`src/hw/rtl/epc_pkg.sv`:
```
package epc_pkg;

  localparam logic [15:0] TypeVlan  = 16'h8100;
  localparam logic [15:0] TypeIpv4  = 16'h0800;
  localparam logic [15:0] TypePnDcp = 16'h8892;
  localparam logic [15:0] TypeLldp  = 16'h88CC;

  localparam logic [3:0] IhlMask = 4'hF;

  localparam logic [7:0] ProtoTcp = 8'd6;
  localparam logic [7:0] ProtoUdp = 8'd17;

  localparam logic [15:0] PortS7     = 16'd102;
  localparam logic [15:0] PortModbus = 16'd502;
  localparam logic [15:0] PortOpcUa  = 16'd4840;
  localparam logic [15:0] PortEnipT  = 16'd44818;
  localparam logic [15:0] PortEnipU  = 16'd2222;

  localparam int unsigned FifoDepth = 2;

  typedef enum logic [2:0] {
    ClsUnknown  = 3'd0,
    ClsProfinet = 3'd1,
    ClsS7comm   = 3'd2,
    ClsModbus   = 3'd3,
    ClsOpcUa    = 3'd4,
    ClsEnip     = 3'd5
  } proto_class_e;

  typedef struct packed {
    logic [15:0] kept;
    logic [15:0] outer_type;
    logic [15:0] inner_type;
    logic [5:0]  header_bytes;
    logic [7:0]  l4_protocol;
    logic [31:0] src_addr;
    logic [31:0] dst_addr;
    logic [31:0] port_word;
  } frame_rec_t;

  typedef struct packed {
    proto_class_e proto_class;
    logic         ipv4_seen;
    logic         tcp_flag;
    logic         udp_flag;
    logic [15:0]  sport;
    logic [15:0]  dport;
    logic [31:0]  src_addr;
    logic [31:0]  dst_addr;
    logic [15:0]  effective_type;
    logic [2:0]   data_offset;
    logic [15:0]  data_length;
  } result_t;

endpackage

```
`src/hw/rtl/epc_front.sv`:
```
module epc_front import epc_pkg::*; (
  input  logic        clk_i,
  input  logic        rst_ni,
  input  logic        cfg_valid_i,
  output logic        cfg_ready_o,
  input  logic [15:0] cfg_data_i,
  input  logic        in_valid_i,
  output logic        in_stall_o,
  input  logic [7:0]  data_byte_i,
  input  logic        frame_end_i,
  input  logic        empty_frame_i,
  input  logic [15:0] ether_type_i,
  input  logic        fifo_full_i,
  output logic        push_o,
  output frame_rec_t  rec_o
);

  logic [15:0] limit_q;
  logic        mid_q;
  frame_rec_t  cur_q;
  frame_rec_t  cur;
  frame_rec_t  cur_d;
  logic        accept;
  logic        room;
  logic [15:0] base;
  logic [15:0] p;
  logic [16:0] hb_end;

  assign cfg_ready_o = 1'b1;
  assign in_stall_o  = fifo_full_i;
  assign accept      = in_valid_i && !fifo_full_i;

  always_comb begin
    if (mid_q) begin
      cur = cur_q;
    end else begin
      cur            = '0;
      cur.outer_type = ether_type_i;
    end
  end

  assign room   = (limit_q == 16'd0) ? (cur.kept != 16'hFFFF) : (cur.kept < limit_q);
  assign base   = (cur.outer_type == TypeVlan) ? 16'd4 : 16'd0;
  assign p      = cur.kept - base;
  assign hb_end = {11'd0, cur.header_bytes} + 17'd4;

  always_comb begin
    cur_d = cur;
    if (!empty_frame_i && room) begin
      if (cur.kept == 16'd2 || cur.kept == 16'd3) begin
        cur_d.inner_type = {cur.inner_type[7:0], data_byte_i};
      end
      if (cur.kept >= base) begin
        if (p == 16'd0) begin
          cur_d.header_bytes = {data_byte_i[3:0] & IhlMask, 2'b00};
        end else if (p == 16'd9) begin
          cur_d.l4_protocol = data_byte_i;
        end else if (p >= 16'd12 && p <= 16'd15) begin
          cur_d.src_addr = {cur.src_addr[23:0], data_byte_i};
        end else if (p >= 16'd16 && p <= 16'd19) begin
          cur_d.dst_addr = {cur.dst_addr[23:0], data_byte_i};
        end
        if (cur.header_bytes >= 6'd20 && p >= {10'd0, cur.header_bytes} &&
            {1'b0, p} < hb_end) begin
          cur_d.port_word = {cur.port_word[23:0], data_byte_i};
        end
      end
      cur_d.kept = cur.kept + 16'd1;
    end
  end

  assign push_o = accept && frame_end_i;
  assign rec_o  = cur_d;

  always_ff @(posedge clk_i or negedge rst_ni) begin
    if (!rst_ni) begin
      limit_q <= '0;
      mid_q   <= 1'b0;
    end else begin
      if (cfg_valid_i) begin
        limit_q <= cfg_data_i;
      end
      if (accept) begin
        mid_q <= !frame_end_i;
      end
    end
  end

  always_ff @(posedge clk_i) begin
    if (accept) begin
      cur_q <= cur_d;
    end
  end

endmodule

```
`src/hw/rtl/epc_fifo.sv`:
```
module epc_fifo import epc_pkg::*; #(
  parameter int unsigned Depth = FifoDepth
) (
  input  logic       clk_i,
  input  logic       rst_ni,
  input  logic       push_i,
  input  frame_rec_t data_i,
  output logic       full_o,
  input  logic       pop_i,
  output logic       empty_o,
  output frame_rec_t data_o
);

  localparam int unsigned PtrW = $clog2(Depth);
  localparam int unsigned CntW = $clog2(Depth + 1);

  frame_rec_t            mem_q [Depth];
  logic [PtrW-1:0]       wr_ptr_q;
  logic [PtrW-1:0]       rd_ptr_q;
  logic [CntW-1:0]       cnt_q;
  logic                  do_push;
  logic                  do_pop;

  assign full_o  = (cnt_q == CntW'(Depth));
  assign empty_o = (cnt_q == '0);
  assign do_push = push_i && !full_o;
  assign do_pop  = pop_i && !empty_o;
  assign data_o  = mem_q[rd_ptr_q];

  always_ff @(posedge clk_i or negedge rst_ni) begin
    if (!rst_ni) begin
      wr_ptr_q <= '0;
      rd_ptr_q <= '0;
      cnt_q    <= '0;
    end else begin
      if (do_push) begin
        wr_ptr_q <= (wr_ptr_q == PtrW'(Depth - 1)) ? '0 : wr_ptr_q + 1'b1;
      end
      if (do_pop) begin
        rd_ptr_q <= (rd_ptr_q == PtrW'(Depth - 1)) ? '0 : rd_ptr_q + 1'b1;
      end
      if (do_push && !do_pop) begin
        cnt_q <= cnt_q + 1'b1;
      end else if (do_pop && !do_push) begin
        cnt_q <= cnt_q - 1'b1;
      end
    end
  end

  always_ff @(posedge clk_i) begin
    if (do_push) begin
      mem_q[wr_ptr_q] <= data_i;
    end
  end

  a_cnt_range: assert property (@(posedge clk_i) disable iff (!rst_ni)
    cnt_q <= CntW'(Depth))
    else $error("queue count above depth");

  a_push_lost: assert property (@(posedge clk_i) disable iff (!rst_ni)
    push_i |-> !full_o)
    else $error("transaction pushed into full queue");

  a_cnt_step: assert property (@(posedge clk_i) disable iff (!rst_ni)
    (do_push && !do_pop) |=> cnt_q == $past(cnt_q) + 1'b1)
    else $error("queue count did not follow push");

endmodule

```
`src/hw/rtl/epc_back.sv`:
```
module epc_back import epc_pkg::*; (
  input  logic       clk_i,
  input  logic       rst_ni,
  input  logic       empty_i,
  input  frame_rec_t rec_i,
  output logic       pop_o,
  output logic       out_valid_o,
  input  logic       out_stall_i,
  output result_t    res_o
);

  logic        out_valid_q;
  result_t     res_q;
  result_t     res_d;
  logic        vlan;
  logic [15:0] eff_type;
  logic [15:0] eff_len;
  logic [15:0] l4len;
  logic        ipv4;
  logic        tcp;
  logic        udp;
  logic [15:0] sp;
  logic [15:0] dp;

  assign pop_o = !empty_i && (!out_valid_q || !out_stall_i);

  assign vlan     = (rec_i.outer_type == TypeVlan) && (rec_i.kept >= 16'd4);
  assign eff_type = vlan ? rec_i.inner_type : rec_i.outer_type;
  assign eff_len  = vlan ? rec_i.kept - 16'd4 : rec_i.kept;
  assign l4len    = eff_len - {10'd0, rec_i.header_bytes};
  assign ipv4     = (eff_type == TypeIpv4) && (eff_len >= 16'd20) &&
                    (rec_i.header_bytes >= 6'd20) &&
                    (eff_len >= {10'd0, rec_i.header_bytes});
  assign tcp      = ipv4 && (rec_i.l4_protocol == ProtoTcp) && (l4len >= 16'd20);
  assign udp      = ipv4 && !tcp && (rec_i.l4_protocol == ProtoUdp) && (l4len >= 16'd8);
  assign sp       = (tcp || udp) ? rec_i.port_word[31:16] : 16'd0;
  assign dp       = (tcp || udp) ? rec_i.port_word[15:0] : 16'd0;

  always_comb begin
    res_d                = '0;
    res_d.ipv4_seen      = ipv4;
    res_d.tcp_flag       = tcp;
    res_d.udp_flag       = udp;
    res_d.sport          = sp;
    res_d.dport          = dp;
    res_d.src_addr       = ipv4 ? rec_i.src_addr : 32'd0;
    res_d.dst_addr       = ipv4 ? rec_i.dst_addr : 32'd0;
    res_d.effective_type = eff_type;
    res_d.data_offset    = vlan ? 3'd4 : 3'd0;
    res_d.data_length    = eff_len;
    res_d.proto_class    = ClsUnknown;
    if (tcp) begin
      if (sp == PortS7 || dp == PortS7) begin
        res_d.proto_class = ClsS7comm;
      end else if (sp == PortModbus || dp == PortModbus) begin
        res_d.proto_class = ClsModbus;
      end else if (sp == PortOpcUa || dp == PortOpcUa) begin
        res_d.proto_class = ClsOpcUa;
      end else if (sp == PortEnipT || dp == PortEnipT) begin
        res_d.proto_class = ClsEnip;
      end
    end else if (udp) begin
      if (sp == PortEnipU || dp == PortEnipU) begin
        res_d.proto_class = ClsEnip;
      end
    end else if (eff_type inside {TypePnDcp, TypeLldp}) begin
      res_d.proto_class = ClsProfinet;
    end
  end

  always_ff @(posedge clk_i or negedge rst_ni) begin
    if (!rst_ni) begin
      out_valid_q <= 1'b0;
    end else if (pop_o) begin
      out_valid_q <= 1'b1;
    end else if (!out_stall_i) begin
      out_valid_q <= 1'b0;
    end
  end

  always_ff @(posedge clk_i) begin
    if (pop_o) begin
      res_q <= res_d;
    end
  end

  assign out_valid_o = out_valid_q;
  assign res_o       = res_q;

  a_flags_excl: assert property (@(posedge clk_i) disable iff (!rst_ni)
    out_valid_q |-> !(res_q.tcp_flag && res_q.udp_flag))
    else $error("both layer-4 flags set");

  a_addr_zero: assert property (@(posedge clk_i) disable iff (!rst_ni)
    (out_valid_q && !res_q.ipv4_seen) |-> (res_q.src_addr == 32'd0 && res_q.dst_addr == 32'd0))
    else $error("addresses given without IPv4 header");

  a_out_hold: assert property (@(posedge clk_i) disable iff (!rst_ni)
    (out_valid_q && out_stall_i) |=> (out_valid_q && $stable(res_q)))
    else $error("stalled result changed");

endmodule

```
`src/hw/rtl/ethernet_ipv4_port_classifier_core.sv`:
```
// out_valid_o rises when a frame's queued record is popped into the output register.
// Throughput: one byte per unstalled cycle; one result per cycle while out_stall_i is low.
// The front stalls only while the FifoDepth-entry frame queue is full.
// Reset (rst_ni low, asynchronous) closes any open frame, empties the queue,
// drops the output valid and sets capture_limit to 0 (keep up to 65535 bytes).
module ethernet_ipv4_port_classifier_core import epc_pkg::*; #(
  parameter int unsigned FifoDepth = epc_pkg::FifoDepth
) (
  input  logic        clk_i,
  input  logic        rst_ni,
  input  logic        cfg_valid_i,
  output logic        cfg_ready_o,
  input  logic [15:0] cfg_data_i,
  input  logic        in_valid_i,
  output logic        in_stall_o,
  input  logic [7:0]  data_byte_i,
  input  logic        frame_end_i,
  input  logic        empty_frame_i,
  input  logic [15:0] ether_type_i,
  output logic        out_valid_o,
  input  logic        out_stall_i,
  output logic [2:0]  proto_class_o,
  output logic        ipv4_seen_o,
  output logic        tcp_flag_o,
  output logic        udp_flag_o,
  output logic [15:0] sport_o,
  output logic [15:0] dport_o,
  output logic [31:0] src_addr_o,
  output logic [31:0] dst_addr_o,
  output logic [15:0] effective_type_o,
  output logic [2:0]  data_offset_o,
  output logic [15:0] data_length_o
);

  logic       fifo_push;
  logic       fifo_full;
  frame_rec_t wr_rec;
  frame_rec_t rd_rec;
  logic       fifo_empty;
  logic       fifo_pop;
  result_t    res;

  epc_front u_front (
    .clk_i         (clk_i),
    .rst_ni        (rst_ni),
    .cfg_valid_i   (cfg_valid_i),
    .cfg_ready_o   (cfg_ready_o),
    .cfg_data_i    (cfg_data_i),
    .in_valid_i    (in_valid_i),
    .in_stall_o    (in_stall_o),
    .data_byte_i   (data_byte_i),
    .frame_end_i   (frame_end_i),
    .empty_frame_i (empty_frame_i),
    .ether_type_i  (ether_type_i),
    .fifo_full_i   (fifo_full),
    .push_o        (fifo_push),
    .rec_o         (wr_rec)
  );

  epc_fifo #(
    .Depth (FifoDepth)
  ) u_fifo (
    .clk_i   (clk_i),
    .rst_ni  (rst_ni),
    .push_i  (fifo_push),
    .data_i  (wr_rec),
    .full_o  (fifo_full),
    .pop_i   (fifo_pop),
    .empty_o (fifo_empty),
    .data_o  (rd_rec)
  );

  epc_back u_back (
    .clk_i       (clk_i),
    .rst_ni      (rst_ni),
    .empty_i     (fifo_empty),
    .rec_i       (rd_rec),
    .pop_o       (fifo_pop),
    .out_valid_o (out_valid_o),
    .out_stall_i (out_stall_i),
    .res_o       (res)
  );

  assign proto_class_o    = res.proto_class;
  assign ipv4_seen_o      = res.ipv4_seen;
  assign tcp_flag_o       = res.tcp_flag;
  assign udp_flag_o       = res.udp_flag;
  assign sport_o          = res.sport;
  assign dport_o          = res.dport;
  assign src_addr_o       = res.src_addr;
  assign dst_addr_o       = res.dst_addr;
  assign effective_type_o = res.effective_type;
  assign data_offset_o    = res.data_offset;
  assign data_length_o    = res.data_length;

endmodule

```
`config.mk`:
```
export PLATFORM = sky130hd
export DESIGN_NAME = ethernet_ipv4_port_classifier_core
export DESIGN_NICKNAME = d
export VERILOG_FILES = /design/src/hw/rtl/epc_pkg.sv /design/src/hw/rtl/epc_front.sv /design/src/hw/rtl/epc_fifo.sv /design/src/hw/rtl/epc_back.sv /design/src/hw/rtl/ethernet_ipv4_port_classifier_core.sv
export SDC_FILE = /design/constraint.sdc
export NUM_CORES = 1
export LEC_CHECK = 0
export BUFFER_PORTS_ARGS = -buffer_cell sky130_fd_sc_hd__buf_2
export CORE_UTILIZATION = 52
export DETAILED_ROUTE_END_ITERATION = 8
export GPL_ROUTABILITY_DRIVEN = 0
export PLACE_DENSITY = 0.7
export SKIP_CTS_REPAIR_TIMING = 1
export SLEW_MARGIN = 40
export SYNTH_ARGS = -nofsm -noshare
export SYNTH_HDL_FRONTEND = slang
export SYNTH_SLANG_ARGS = --single-unit
```
`constraint.sdc`:
```
create_clock -name clk_i -period 32.5 [get_ports clk_i]
set_clock_uncertainty 0.05 [all_clocks]
set_input_delay 3.25 -clock clk_i [delete_from_list [all_inputs] [get_ports clk_i]]
set_output_delay 3.25 -clock clk_i [all_outputs]
set_load 0.01 [all_outputs]
```
==> flow_summary.toml, run 1 <==
[clocking]
numClockSinks = 631
htree_levels = 3
cts_root_buffer = "clkbuf_16"
cts_tree = "built"
clockBufferDepth = 3
cts_buffers = 68
clk_latency_ns = 0.60
path_clk_slew_ns = 0.05

[logic_synthesis]
synth_cell_type_count = 77
synthDominantCellAreaShare_pct = 67.8
synthArstFlopShare_pct = 3.49
netlist_area_um2 = 27000
ys_seq_area_share_pct = 69.8
synth_area_leaders = "edfxtp_1, mux2i_1, dfrtp_1, ha_1, nand2_1"
synth_seq_cells = 631
synth_warnings = 0
yosysTopAreaCell = "edfxtp_1"
synth_edf_count = 609
syn_area_per_cell_um2 = 14.2
synthCells = 1906
synth_ff_type = "edfxtp_1"

[placement]
port_buffers = 183
placed_cells = 2699
dp_hpwl_mm = 36.8

[timing]
slew_headroom_pct = 46.2
hold_viol = 0
finalCritPeriodShare_pct = 24.1
worst_slew_pin_slew_ns = 0.786
min_period_ns = 7.85
fmax_mhz = 127
setup_viol = 0
report.final.slew_viol_count = 0
rsz0062_at_grt = "no"
setup_tns_ns = 0

[floorplanning]
rows = 83
die_h_um = 230
ioPinCount = 187
dieArea_um2 = 52800
start_util_pct = 52.6
die_w_um = 230
core_um2 = 51300

[layout]
antenna_cells = 0
fin_nets = 2182
final_cell_mix = "edfxtp_1, buf_2, mux2i_1"
drive_above_1_share_pct = 16.6
syn_to_final_growth_pct = 14.6
final_common_cell = "edfxtp_1"
stdcell_count = 2820

[route]
drtAntennaViolNets = 0
first_pass_iters = 5
drt_first_iter_violations = 1336
wl_per_cell_um = 21.1
routed_wl_mm = 59.4
drc = 0
vias = 16400
viasPerCell = 5.80

[setup_path]
required_ns = 32.84
slowest_stage = "a2111oi_0"
path_cells = "buf_2 -> mux2_2 -> or4b_2 -> nor3_1 -> ha_1 -> ha_1 -> inv_1 -> ha_1 -> a21o_1 -> a21o_1 -> a21o_1 -> a2111oi_0 -> o311ai_4 -> buf_4 -> mux2i_1 -> nor2b_1"
startpoint_type = "input port"
path_max_fanout = 40
crit_path_end_kind = "register"
crit_arrival_ns = 8.19
crit_type = "in2reg"
critPathMaxStageDelay_ns = 0.73

[global_route]
antenna_found_initial = 1
grt.overflow.total = 0
grt_pass1_wl_mm = 91.5
track_usage_pct = 22.5
grt_pass1_vias = 16100
grt_max_degree = 93

[pwr]
peakVddDrop_uv = 48.4
p_leak_uw = 0.0115
p_per_area_nw_per_um2 = 89.6

[run]
drv_cap = 0

[run_status]
outcome = "finished clean"

[min_path]
hold_path.class = "reg2reg"
## cells by family after synthesis
group / synth area share (%)
compound gates: 6.14
xor+xnor: 1.30
fa+ha+maj: 2.04
buf+inv: 2.37
flops: 69.8
mux: 7.70
other cells: 0.0278
simple gates: 10.6
## critical path: cells and delay by family
family | cells | cell delay [ns]
simple gates | 3 | 1.52
compound gates | 5 | 1.41
fa+ha+maj | 3 | 0.93
buf+inv | 3 | 0.55
mux | 2 | 0.48
## per-stage QoR
| step | hold WS, ns | power (uW) | utilization (%) | area [um2] | worst slack, ns |
|---|---|---|---|---|---|
| detailed placement | 0.447 | 2020 | 55.9 | 28700 | 24.14 |
| CTS | 0.458 | 2780 | 60.1 | 30900 | 24.75 |
| global placement | 0.440 | 1990 | 55.7 | 28600 | 24.20 |
| finish | 0.452 | 2770 | 60.3 | 30900 | 24.65 |
| global route | 0.474 | 2900 | 60.3 | 30900 | 24.47 |
| floorplan | 0.411 | 1790 | - | 27000 | 13.66 |
## flip-flops by register name, summed over array words and instances (netlist names)
signal and count:
u_back.out_valid_o 1, u_back.res_o 135, u_fifo.cnt_q 2, u_fifo.mem_q 316
u_fifo.rd_ptr_q 1, u_fifo.wr_ptr_q 1, u_front.cur_q 158, u_front.limit_q 16
u_front.mid_q 1
## power by group
part / switching (uW) / internal, uW / total (uW) / leakage [uW]
Clock: 309 / 445 / 754 / 0.00107
Sequential: 109 / 1200 / 1310 / 0.00610
Combinational: 457 / 249 / 705 / 0.00437
Total: 875 / 1890 / 2770 / 0.0115
## path summary, 6_finish.rpt
path / slack, ns / endpoint / depth (start not counted) / start
setup / recovery: 24.65 / u_fifo.mem_q[0][22]$_DFFE_PP_ / 16 / ether_type_i[4]
hold / removal: 0.45 / u_back.out_valid_o$_DFFE_PN0P_ / 2 / u_back.out_valid_o$_DFFE_PN0P_
min in group asynchronous: 2.57 / u_front.limit_q[14]$_DFFE_PN0P_ / 1 / rst_ni
setup reg to reg: 25.71 / u_back.res_o[110]$_DFFE_PP_ / 20 / u_fifo.rd_ptr_q$_DFFE_PN0P_
max in group asynchronous: 29.46 / u_front.mid_q$_DFFE_PN0P_ / 1 / rst_ni
hold reg to reg: 0.45 / u_back.out_valid_o$_DFFE_PN0P_ / 2 / u_back.out_valid_o$_DFFE_PN0P_
## layout make-up
class	instances	area, um2
Fill cell	3931	20400
Sequential cell	631	18800
Multi-Input combinational cell	1117	7580
Clock buffer	84	1850
Timing Repair Buffer	204	1190
Tap cell	680	851
Clock inverter	35	330
Inverter	69	264
## per-layer routing
| layer | vias up | GRT usage [%] | part of all wire (%) |
|---|---|---|---|
| met5 | - | 0 | 0.027 |
| li1 | 7576 | - | - |
| met4 | 2 | 7.39 | 2.2 |
| met3 | 96 | 3.21 | 6.2 |
| met1 | 8049 | 31.8 | 44 |
| met2 | 628 | 35.9 | 47 |
## cells in the mapped netlist, types with 30 or more instances
master    number
mux2i_1      178
edfxtp_1     609
inv_1         69
nand2_1      141
xnor2_1       30
clkbuf_1      65
ha_1          44
nor3_1        35
nor2b_1       61
nor2_1       140
o21ai_0       89
a21oi_1       51
nand3_1       69
No activity file was read; power rests on OpenSTA's default activity.
==> run 2, diff against run 1 <==
ABC_AREA = 1   (was not set)
PLACE_DENSITY = 0.73   (was 0.7)
clock period = 6.8 ns   (was 32.5 ns; I/O delays follow)
==> flow_summary.toml, run 2 <==
[pwr]
p_total_uw = 13600
p_sw_uw = 4870
peakVddDrop_uv = 265
seqPwrFrac_pct = 45.6
comb_power_share_pct = 29.8
p_leak_uw = 0.0123
p_int_uw = 8780
p_per_area_nw_per_um2 = 442
clock_power_share_pct = 24.6
switching_share_pct = 35.7

[route]
wl_met2_mm = 29.5
first_pass_iters = 8
drt_first_iter_violations = 1981
routed_wl_mm = 62.9
routed.top_layer = "met5"
wl_met1_mm = 26.8
vias = 18400
wl_per_cell_um = 19.1
drtAntennaViolNets = 0
viasPerCell = 5.58
drc = 0
wl_met3_mm = 4.73

[logic_synthesis]
ys_seq_area_share_pct = 68.9
synth_fa_ha_area_share_pct = 2.01
synth.cells.most_frequent = "nand2_1, edfxtp_1, inv_1"
synth_xor_area_share_pct = 1.12
synth_top_family_by_area = "simple AND/OR/NAND/NOR gates"
synth_edf_count = 609
synthArstFlopShare_pct = 3.49
synth_compound_area_share_pct = 6.49
synthDominantCellAreaShare_pct = 66.9
synth_warnings = 0
yosysTopAreaCell = "edfxtp_1"
netlist_area_um2 = 27400
synthCells = 2397
synth.most_common_cell = "nand2_1"
synth.area.mux_share_pct = 0.878
synth_cell_type_count = 58
synth_ff_type = "edfxtp_1"
synth_area_leaders = "edfxtp_1, nand2_1, o21ai_0, inv_1, a21oi_1"
syn_area_per_cell_um2 = 11.4
synth_seq_cells = 631
synthSimpleGateAreaFrac_pct = 15.7

[min_path]
hold_path.class = "in2reg"

[timing]
setup_viol = 0
rsz0062_at_grt = "no"
min_period_ns = 6.20
hold_viol = 0
slew_headroom_pct = 43.0
fmax_mhz = 161
setup_tns_ns = 0
finalCritPeriodShare_pct = 91.2
report.final.slew_viol_count = 0
worst_slew_pin_slew_ns = 0.853

[clocking]
numClockSinks = 631
cts_root_buffer = "clkbuf_16"
cts_buffers = 61
clk_latency_ns = 0.65
clockBufferDepth = 3
htree_levels = 2
path_clk_slew_ns = 0.06
cts_tree = "built"

[setup_path]
required_ns = 7.15
startpoint_type = "register"
path_max_fanout = 35
crit_type = "reg2reg"
crit_arrival_ns = 6.56
crit_path_end_kind = "register"

[layout]
final_common_cell = "nand2_1"
syn_to_final_growth_pct = 12.9
largest_register_ffs = 316
fin_nets = 2654
final_cell_mix = "nand2_1, edfxtp_1, inv_1"
antenna_cells = 0
drive_above_1_share_pct = 13.9
top_register = "u_fifo.mem_q"
final_core_utilization_pct = 59.8

[global_route]
track_usage_pct = 23.3
antenna_found_initial = 2
grt_max_degree = 101
grt.overflow.total = 0
grt_pass1_wl_mm = 96.6
grt_pass1_vias = 17500

[run_status]
outcome = "finished clean"

[placement]
dp_hpwl_mm = 40.1
port_buffers = 183

[floorplanning]
die_w_um = 231
die_h_um = 231
dieArea_um2 = 53500
ioPinCount = 187
core_um2 = 51600
rows = 83
start_util_pct = 53.0

[run]
drv_cap = 0
run 2: logic make-up (layout without fill, tap and decap cells):
kind of cell,after synthesis,count (layout)
compound gates,339,339
xor+xnor,35,35
fa+ha+maj,44,44
buf+inv,320,536
flops,631,631
mux,24,24
other cells,2,3
simple gates,1002,1002
run 2: cell type report:
class,count,area (um2)
Fill cell,4086,20700
Sequential cell,631,18800
Multi-Input combinational cell,1447,7220
Clock buffer,66,1550
Timing Repair Buffer,202,1120
Tap cell,680,851
Inverter,220,843
Clock inverter,48,447
run 2: through the flow:
stage / instances / cell area, um2 / setup slack (ns) / hold WS, ns
2_1_floorplan: 2398 / 27400 / 0.868 / 0.334
3_3_place_gp: 3178 / 28800 / 0.784 / 0.442
3_5_place_dp: 3179 / 28800 / 0.536 / 0.446
4_1_cts: 3293 / 30800 / 0.532 / -0.0331
5_1_grt: 3294 / 30900 / 0.110 / 0.211
6_report: 3294 / 30900 / 0.598 / 0.221
run 2: path summary, 6_finish.rpt:
path                                                startpoint                              end  slack, ns  cells after the start
worst max-delay path                 u_front.mid_q$_DFFE_PN0P_    u_fifo.mem_q[0][85]$_DFFE_PP_       0.60                     22
max in group asynchronous                               rst_ni      u_fifo.rd_ptr_q$_DFFE_PN0P_       5.79                      2
worst max register to register       u_front.mid_q$_DFFE_PN0P_    u_fifo.mem_q[0][85]$_DFFE_PP_       0.60                     22
worst min register to register  u_back.out_valid_o$_DFFE_PN0P_   u_back.out_valid_o$_DFFE_PN0P_       0.47                      2
worst min-delay path                            cfg_data_i[15]  u_front.limit_q[15]$_DFFE_PN0P_       0.22                      3
min in group asynchronous                               rst_ni  u_front.limit_q[13]$_DFFE_PN0P_       0.51                      2
run 2: power by group through the flow:
stage | logic [uW] | clock network (uW) | registers (uW)
after CTS | 4030 | 3400 | 6220
after global placement | 3860 | 0 | 6260
after floorplan | 2550 | 0 | 6380
final | 4070 | 3360 | 6220
after detailed placement | 4010 | 0 | 6290
after global routing | 4470 | 3530 | 6320
run 2: metal layers:
layer  track usage (%)  up-vias
met5                 0        -
met4              8.38        2
met3              3.65      124
met2              37.0      825
met1              32.7     8824
li1                  -     8620
run 2: worst max-delay path, cell delays in order, from the launching register on:
cell,delay (ns)
dfrtp_4,0.68
clkinvlp_4,0.42
nand2_1,0.18
nand2_1,0.14
nor4_1,0.38
nand4_1,0.15
nor2_1,0.24
ha_1,0.22
inv_1,0.07
nor3_1,0.46
nand3_1,0.20
xor2_1,0.18
a31oi_1,0.11
inv_1,0.07
nand4_1,0.22
nor4_1,0.36
inv_1,0.15
nor3_1,0.47
nand2_1,0.10
buf_4,0.27
clkinv_1,0.46
nand3_1,0.17
o21ai_0,0.21
